## config.mk

```make
export PLATFORM = sky130hd
export DESIGN_NAME = dkf_seq
export DESIGN_NICKNAME = d
export VERILOG_FILES = /design/src/hdl/dkf_pkg.sv /design/src/hdl/dkf_seq.sv
export SDC_FILE = /design/constraint.sdc
export NUM_CORES = 1
export LEC_CHECK = 0
export BUFFER_PORTS_ARGS = -buffer_cell sky130_fd_sc_hd__buf_2
export CAP_MARGIN = 20
export CORE_UTILIZATION = 50
export CTS_CLUSTER_SIZE = 10
export DETAILED_ROUTE_END_ITERATION = 12
export PLACE_DENSITY_LB_ADDON = 0.25
export SLEW_MARGIN = 20
export SYNTH_ARGS = -nofsm -noshare
export SYNTH_HDL_FRONTEND = slang
export SYNTH_SLANG_ARGS = --single-unit
```

## constraint.sdc

```tcl
create_clock -name clk -period 5.1 [get_ports clk]
set_input_delay 0.255 -clock clk [delete_from_list [all_inputs] [get_ports clk]]
set_output_delay 0.255 -clock clk [all_outputs]
set_load 0.05 [all_outputs]
```

## src/hdl/dkf_pkg.sv

```systemverilog
package dkf_pkg;

  // field widths
  localparam int CH_W       = 4;
  localparam int DATA_W     = 32;
  localparam int A_W        = 18;
  localparam int B_W        = 17;
  localparam int H_W        = 19;
  localparam int NOISE_W    = 32;
  localparam int FRAC_W     = 16;
  localparam int CFG_IDX_W  = 3;
  localparam int CFG_DATA_W = 32;
  localparam int CHANNELS_DEF = 9;

  // internal value widths
  localparam int T_W     = 34;            // rnd(a*p)
  localparam int AX_W    = 34;            // rnd(a*x)
  localparam int HP_W    = 35;            // rnd(h*pp)
  localparam int S_W     = 39;            // rnd(h*hp) + r
  localparam int K_W     = 32;            // gain
  localparam int F_W     = 17;            // 1 - k*h, clamped
  localparam int MUL_A_W = 36;
  localparam int MUL_B_W = 33;
  localparam int PROD_W  = MUL_A_W + MUL_B_W;
  localparam int RND_W   = PROD_W - FRAC_W;
  localparam int SUM_W   = 55;

  // divider: quotient bits retired per cycle
  localparam int DIV_STEP = 2;

  localparam logic [DATA_W-1:0] ONE_Q16 = DATA_W'(65536);
  localparam logic signed [PROD_W-1:0] RND_HALF = PROD_W'(32768);
  localparam logic signed [SUM_W-1:0] U32_MAX = SUM_W'(64'sh0000_0000_FFFF_FFFF);
  localparam logic signed [SUM_W-1:0] S32_MAX = SUM_W'(64'sh0000_0000_7FFF_FFFF);
  localparam logic signed [SUM_W-1:0] S32_MIN = SUM_W'(-64'sd2147483648);

  // register indexes
  typedef enum logic [CFG_IDX_W-1:0] {
    CFG_STATE_GAIN    = 3'd0,
    CFG_CONTROL_GAIN  = 3'd1,
    CFG_PROCESS_NOISE = 3'd2,
    CFG_MEASURE_GAIN  = 3'd3,
    CFG_MEASURE_NOISE = 3'd4
  } cfg_idx_t;

  localparam logic [A_W-1:0]     STATE_GAIN_RST    = A_W'(65536);
  localparam logic [B_W-1:0]     CONTROL_GAIN_RST  = B_W'(131);
  localparam logic [NOISE_W-1:0] PROCESS_NOISE_RST = NOISE_W'(85197);
  localparam logic [H_W-1:0]     MEASURE_GAIN_RST  = H_W'(78643);
  localparam logic [NOISE_W-1:0] MEASURE_NOISE_RST = NOISE_W'(6553600);

  typedef struct packed {
    logic [A_W-1:0]     a;
    logic [B_W-1:0]     b;
    logic [NOISE_W-1:0] q;
    logic [H_W-1:0]     h;
    logic [NOISE_W-1:0] r;
  } coef_t;

  // microcode fields
  typedef enum logic [3:0] {
    MUL_NONE, MUL_AP, MUL_AX, MUL_AT, MUL_BU, MUL_HPP,
    MUL_HXP, MUL_HHP, MUL_KE, MUL_KH, MUL_FPP
  } mul_sel_t;

  typedef enum logic [2:0] {
    ADD_ZERO, ADD_Q, ADD_R, ADD_AX, ADD_Y, ADD_XP, ADD_ONE
  } add_sel_t;

  typedef enum logic [1:0] {
    SAT_NONE, SAT_U32, SAT_S32, SAT_CLAMP0
  } sat_sel_t;

  typedef enum logic [3:0] {
    DST_NONE, DST_T, DST_PP, DST_AX, DST_XP, DST_HP,
    DST_S, DST_E, DST_XN, DST_F, DST_PN
  } dst_t;

  typedef enum logic [2:0] {
    COND_NONE, COND_ALWAYS, COND_NO_INPUT, COND_BAD_CH, COND_DIV_BUSY, COND_OUT_FULL
  } cond_t;

  localparam int STEP_W = 5;

  localparam logic [STEP_W-1:0] STEP_IDLE     = 5'd0;
  localparam logic [STEP_W-1:0] STEP_READ     = 5'd1;
  localparam logic [STEP_W-1:0] STEP_MUL_AP   = 5'd2;
  localparam logic [STEP_W-1:0] STEP_T        = 5'd3;
  localparam logic [STEP_W-1:0] STEP_AX       = 5'd4;
  localparam logic [STEP_W-1:0] STEP_PP       = 5'd5;
  localparam logic [STEP_W-1:0] STEP_XP       = 5'd6;
  localparam logic [STEP_W-1:0] STEP_HP       = 5'd7;
  localparam logic [STEP_W-1:0] STEP_E        = 5'd8;
  localparam logic [STEP_W-1:0] STEP_S        = 5'd9;
  localparam logic [STEP_W-1:0] STEP_DIV_GO   = 5'd10;
  localparam logic [STEP_W-1:0] STEP_DIV_WAIT = 5'd11;
  localparam logic [STEP_W-1:0] STEP_MUL_KE   = 5'd12;
  localparam logic [STEP_W-1:0] STEP_XN       = 5'd13;
  localparam logic [STEP_W-1:0] STEP_F        = 5'd14;
  localparam logic [STEP_W-1:0] STEP_MUL_FPP  = 5'd15;
  localparam logic [STEP_W-1:0] STEP_PN       = 5'd16;
  localparam logic [STEP_W-1:0] STEP_OUT      = 5'd17;

  typedef struct packed {
    logic              in_ready;
    logic              rd;
    mul_sel_t          mul;
    add_sel_t          add;
    logic              neg;
    sat_sel_t          sat;
    dst_t              dst;
    logic              div_start;
    logic              done;
    cond_t             cond;
    logic [STEP_W-1:0] target;
  } ctl_t;

  typedef struct packed {
    logic in_valid;
    logic bad_ch;
    logic div_busy;
    logic out_full;
  } status_t;

  localparam ctl_t CTL_NOP = '{
    in_ready:  1'b0,
    rd:        1'b0,
    mul:       MUL_NONE,
    add:       ADD_ZERO,
    neg:       1'b0,
    sat:       SAT_NONE,
    dst:       DST_NONE,
    div_start: 1'b0,
    done:      1'b0,
    cond:      COND_NONE,
    target:    STEP_IDLE
  };

  // control store; the post stage of each step works on the product of the step before
  function automatic ctl_t ucode(input logic [STEP_W-1:0] step);
    ctl_t c;
    c = CTL_NOP;
    case (step)
      STEP_IDLE: begin
        c.in_ready = 1'b1;
        c.cond     = COND_NO_INPUT;
        c.target   = STEP_IDLE;
      end
      STEP_READ: begin
        c.rd     = 1'b1;
        c.cond   = COND_BAD_CH;
        c.target = STEP_OUT;
      end
      STEP_MUL_AP: begin
        c.mul = MUL_AP;
      end
      STEP_T: begin
        c.mul = MUL_AX;
        c.dst = DST_T;
      end
      STEP_AX: begin
        c.mul = MUL_AT;
        c.dst = DST_AX;
      end
      STEP_PP: begin
        c.mul = MUL_BU;
        c.add = ADD_Q;
        c.sat = SAT_U32;
        c.dst = DST_PP;
      end
      STEP_XP: begin
        c.mul = MUL_HPP;
        c.add = ADD_AX;
        c.sat = SAT_S32;
        c.dst = DST_XP;
      end
      STEP_HP: begin
        c.mul = MUL_HXP;
        c.dst = DST_HP;
      end
      STEP_E: begin
        c.mul = MUL_HHP;
        c.add = ADD_Y;
        c.neg = 1'b1;
        c.sat = SAT_S32;
        c.dst = DST_E;
      end
      STEP_S: begin
        c.add = ADD_R;
        c.dst = DST_S;
      end
      STEP_DIV_GO: begin
        c.div_start = 1'b1;
      end
      STEP_DIV_WAIT: begin
        c.cond   = COND_DIV_BUSY;
        c.target = STEP_DIV_WAIT;
      end
      STEP_MUL_KE: begin
        c.mul = MUL_KE;
      end
      STEP_XN: begin
        c.mul = MUL_KH;
        c.add = ADD_XP;
        c.sat = SAT_S32;
        c.dst = DST_XN;
      end
      STEP_F: begin
        c.add = ADD_ONE;
        c.neg = 1'b1;
        c.sat = SAT_CLAMP0;
        c.dst = DST_F;
      end
      STEP_MUL_FPP: begin
        c.mul = MUL_FPP;
      end
      STEP_PN: begin
        c.sat = SAT_U32;
        c.dst = DST_PN;
      end
      STEP_OUT: begin
        c.done   = 1'b1;
        c.cond   = COND_OUT_FULL;
        c.target = STEP_OUT;
      end
      default: begin
        c.cond   = COND_ALWAYS;
        c.target = STEP_IDLE;
      end
    endcase
    return c;
  endfunction

endpackage

```

## src/hdl/dkf_seq.sv

```systemverilog
// step counter over the control store
module dkf_seq (
  input  logic             clk,
  input  logic             rst,
  input  dkf_pkg::status_t st,
  output dkf_pkg::ctl_t    ctl,
  output logic             commit
);

  logic [dkf_pkg::STEP_W-1:0] pc;
  logic [dkf_pkg::STEP_W-1:0] pc_next;
  logic                       jump;

  always_comb begin
    ctl = dkf_pkg::ucode(pc);
  end

  always_comb begin
    case (ctl.cond)
      dkf_pkg::COND_NONE:     jump = 1'b0;
      dkf_pkg::COND_ALWAYS:   jump = 1'b1;
      dkf_pkg::COND_NO_INPUT: jump = !st.in_valid;
      dkf_pkg::COND_BAD_CH:   jump = st.bad_ch;
      dkf_pkg::COND_DIV_BUSY: jump = st.div_busy;
      dkf_pkg::COND_OUT_FULL: jump = st.out_full;
      default:                jump = 1'b0;
    endcase
  end

  always_comb begin
    if (jump) begin
      pc_next = ctl.target;
    end else if (ctl.done) begin
      pc_next = dkf_pkg::STEP_IDLE;
    end else begin
      pc_next = pc + 1'b1;
    end
  end

  assign commit = ctl.done && !jump;

  always_ff @(posedge clk) begin
    if (rst) begin
      pc <= dkf_pkg::STEP_IDLE;
    end else begin
      pc <= pc_next;
    end
  end

endmodule

```

==> run metrics <==
Filler Cells Inserted 139; Initial DRC Count 31; register area share after synthesis between 10% and 20%; post-synth top area cell dfxtp_1; synth top area cells dfxtp_1 (12%), ha_1 (7.5%), nand2_1 (4.9%); antenna violations before repair 0; Clock Root Buffer clkbuf_4; Post-synth EDFFs 0; Final nets between 100 and 150; Worst-Margin Slew roughly 0.8 ns; Max-Slew Margin vs Limit a little under half; DRC Markers 0; post-synthesis simple-gate area fraction 33.23%; maximum VDD drop about 0.29 mV; Avg Vias per Cell slightly above 6; setup ws final 2.441 ns; # Post-CTS Setup Buffers 0; Cell Chain, Critical Path inv_2 -> ha_1 -> a31oi_4 -> o211ai_4 -> nand2_4 -> and3b_1 -> buf_2; Mapped Cells ~110; Hold Violations, Final 0; Clk network pwr share between 8 and 9%; sequential share of power ~13%; non-filler cells, final between 150 and 200; routed wl met3 about 170 um; Pwr per Cell Area 556.2 mW/mm^2; critical path startpoint category flop; Final ANT Viol Nets 0; Reg clk slew, reported paths approximately 0.04 ns; Pins Over Slew Limit 0; slowest stage delay, CP slightly above 0.8 ns; top flop regs pc x5; commonest non-fill, non-tap cells in the layout buf_2 (31), nand2_1 (11), a21oi_1 (8); # hold bufs at CTS 0; Final Setup Violations 0; count of unique library cells instantiated by Yosys 49; XOR/XNOR share of the synthesized area 2.096%; CTS Buffer Depth 2; most common cell after layout, fill and taps aside buf_2; R2R Setup Slk 3.10 ns; top-area cell type share of the netlist area a little under an eighth; Synth Cell Area approximately 840 um^2; IO Pins 33; CP Class reg2out; NetSw about 340 uW; Die X 42.89 um; Switching Share around 64%; Synth Net Count about 120; CTS tree built; clock latency on the worst-skew pair between 0.2 and 0.3 ns; Syn Area/Cell 7.463 um^2; drt pass-1 iters 4; Met2 Wirelength roughly 1100 um; RSZ-0062 raised after global routing no; Final Skew approximately 0.0037 ns; largest net degree at the start of global routing 23; gpl congestion between 0.9 and 1; CP Capture Type primary output; via count 925; row count 14; Die Area between 0.0015 and 0.002 mm^2; outcome completed; DP HPWL about 1600 um; # H-tree levels 1; Initial Util between 50% and 60%; Crit-path slowest cell dfxtp_1; main combinational cell family by area after synthesis simple AND/OR/NAND/NOR gates; Top reg by flops pc; Synth Area in Compound Gates around 31%; Worst Path Arrival between 2 and 2.5 ns; gr ovfl total 0; total wire length ~2200 um; MaxCap Viol Count 0; Yosys warnings 0; Int Power roughly 190 uW; Top Layer Used met4; Total GRT Usage 24.67%; Hold Crit Class in2reg; FMAX about 0.38 GHz; P&R area growth vs syn 15.87%; Post-synth ARST share 0%; Seq cells post-synth 5; CP Max Fanout 22; ant diodes 0; minimum clock period after layout around 2.7 ns; Worst Path Required between 4 and 5 ns; placed cells around 150; layout cells sized above 1 around a third; mux cell area share after synthesis under 10%; max FFs per register 5; post-placement setup slack about 2.7 ns; DR WL/cell between 10 and 15 um; Final Util a little over three fifths; core area roughly 0.0015 mm^2; # clock sinks 5; cell leakage power about 0.47 nW; Gate power share 78.3%; DIE HEIGHT 42.89 um; Final TNS setup 0 ns; final cycle utilization of the critical path between 50% and 60%; post-cts resize count 0; vias in the first global route ~840; Final Instance Area approximately 970 um^2; Post-Synth Adder-Cell Area 7.485%; IO Port Bufs 31; wl on met1 between 900 and 1000 um; Num CTS Buffers 3; Top FF cell, synth dfxtp_1; placed cell areas 942.2 um^2; first-pass GRT wire length ~3500 um
-- path summary, 6_finish.rpt --
check                            from     end  cells past startpoint
worst min-delay path              rst   pc[4]                      2
worst max-delay path            pc[4]  commit                      7
worst max register to register  pc[3]   pc[1]                      6
worst min register to register  pc[0]   pc[0]                      1
-- Yosys cell counts (2+ instances only) --
cell	count
nor3_1	3
o21bai_1	2
clkbuf_1	2
and3_1	2
inv_1	7
inv_2	2
nand3_1	6
a21oi_1	8
a211oi_1	2
nand2_1	11
xnor2_1	2
buf_4	4
ha_1	5
o21ai_0	5
or3_1	2
nor2b_1	2
o32ai_1	2
buf_6	2
or2_1	2
nor2_1	7
dfxtp_1	5
a31oi_1	2
-- kinds of logic after synthesis --
kind of cell,after synthesis
AND/OR/NAND/NOR,47
AO/OA/AOI/OAI,32
buffers and inverters,19
adder cells (fa/ha/maj),5
flip-flops,5
XOR/XNOR,2
other,1
multiplexers,1
-- power groups by stage --
stage / Clock, mW / Sequential, mW / Combinational, mW
4_1_cts: 0.0475 / 0.0683 / 0.419
3_3_place_gp: 0 / 0.0679 / 0.418
2_1_floorplan: 0 / 0.0550 / 0.366
6_report: 0.0476 / 0.0692 / 0.422
3_5_place_dp: 0 / 0.0690 / 0.417
5_1_grt: 0.0499 / 0.0712 / 0.445
-- critical path, delay by kind of cell (launching register included) --
family | cells | cell delay [ns]
compound gates | 2 | 0.33
buf+inv | 2 | 0.42
fa+ha+maj | 1 | 0.30
flops | 1 | 0.83
simple gates | 2 | 0.26
-- area by class of cell --
type | instances | area, um^2 | area share (%)
Multi-Input combinational cell | 88 | 633.1 | 65.37
Timing Repair Buffer | 31 | 155.1 | 16.02
Sequential cell | 5 | 100.1 | 10.34
Inverter | 9 | 33.78 | 3.488
Clock buffer | 4 | 26.28 | 2.713
Tap cell | 16 | 20.02 | 2.067
-- through the flow --
| step | hold WS, ns | power, mW |
|---|---|---|
| after floorplan | 0.3274 | 0.4214 |
| after global routing | 0.2455 | 0.5665 |
| after CTS | 0.2374 | 0.5351 |
| after detailed placement | 0.4959 | 0.4858 |
| final | 0.2352 | 0.5386 |
| after global placement | 0.4852 | 0.4861 |
-- routing by layer --
layer / global-route usage [%] / vias to the layer above
li1: - / 449
met1: 31.96 / 417
met2: 38.48 / 52
met3: 2.553 / 7
met4: 15.63 / 0
met5: 0 / -
Note: power is estimated with default switching activity, not from simulation.
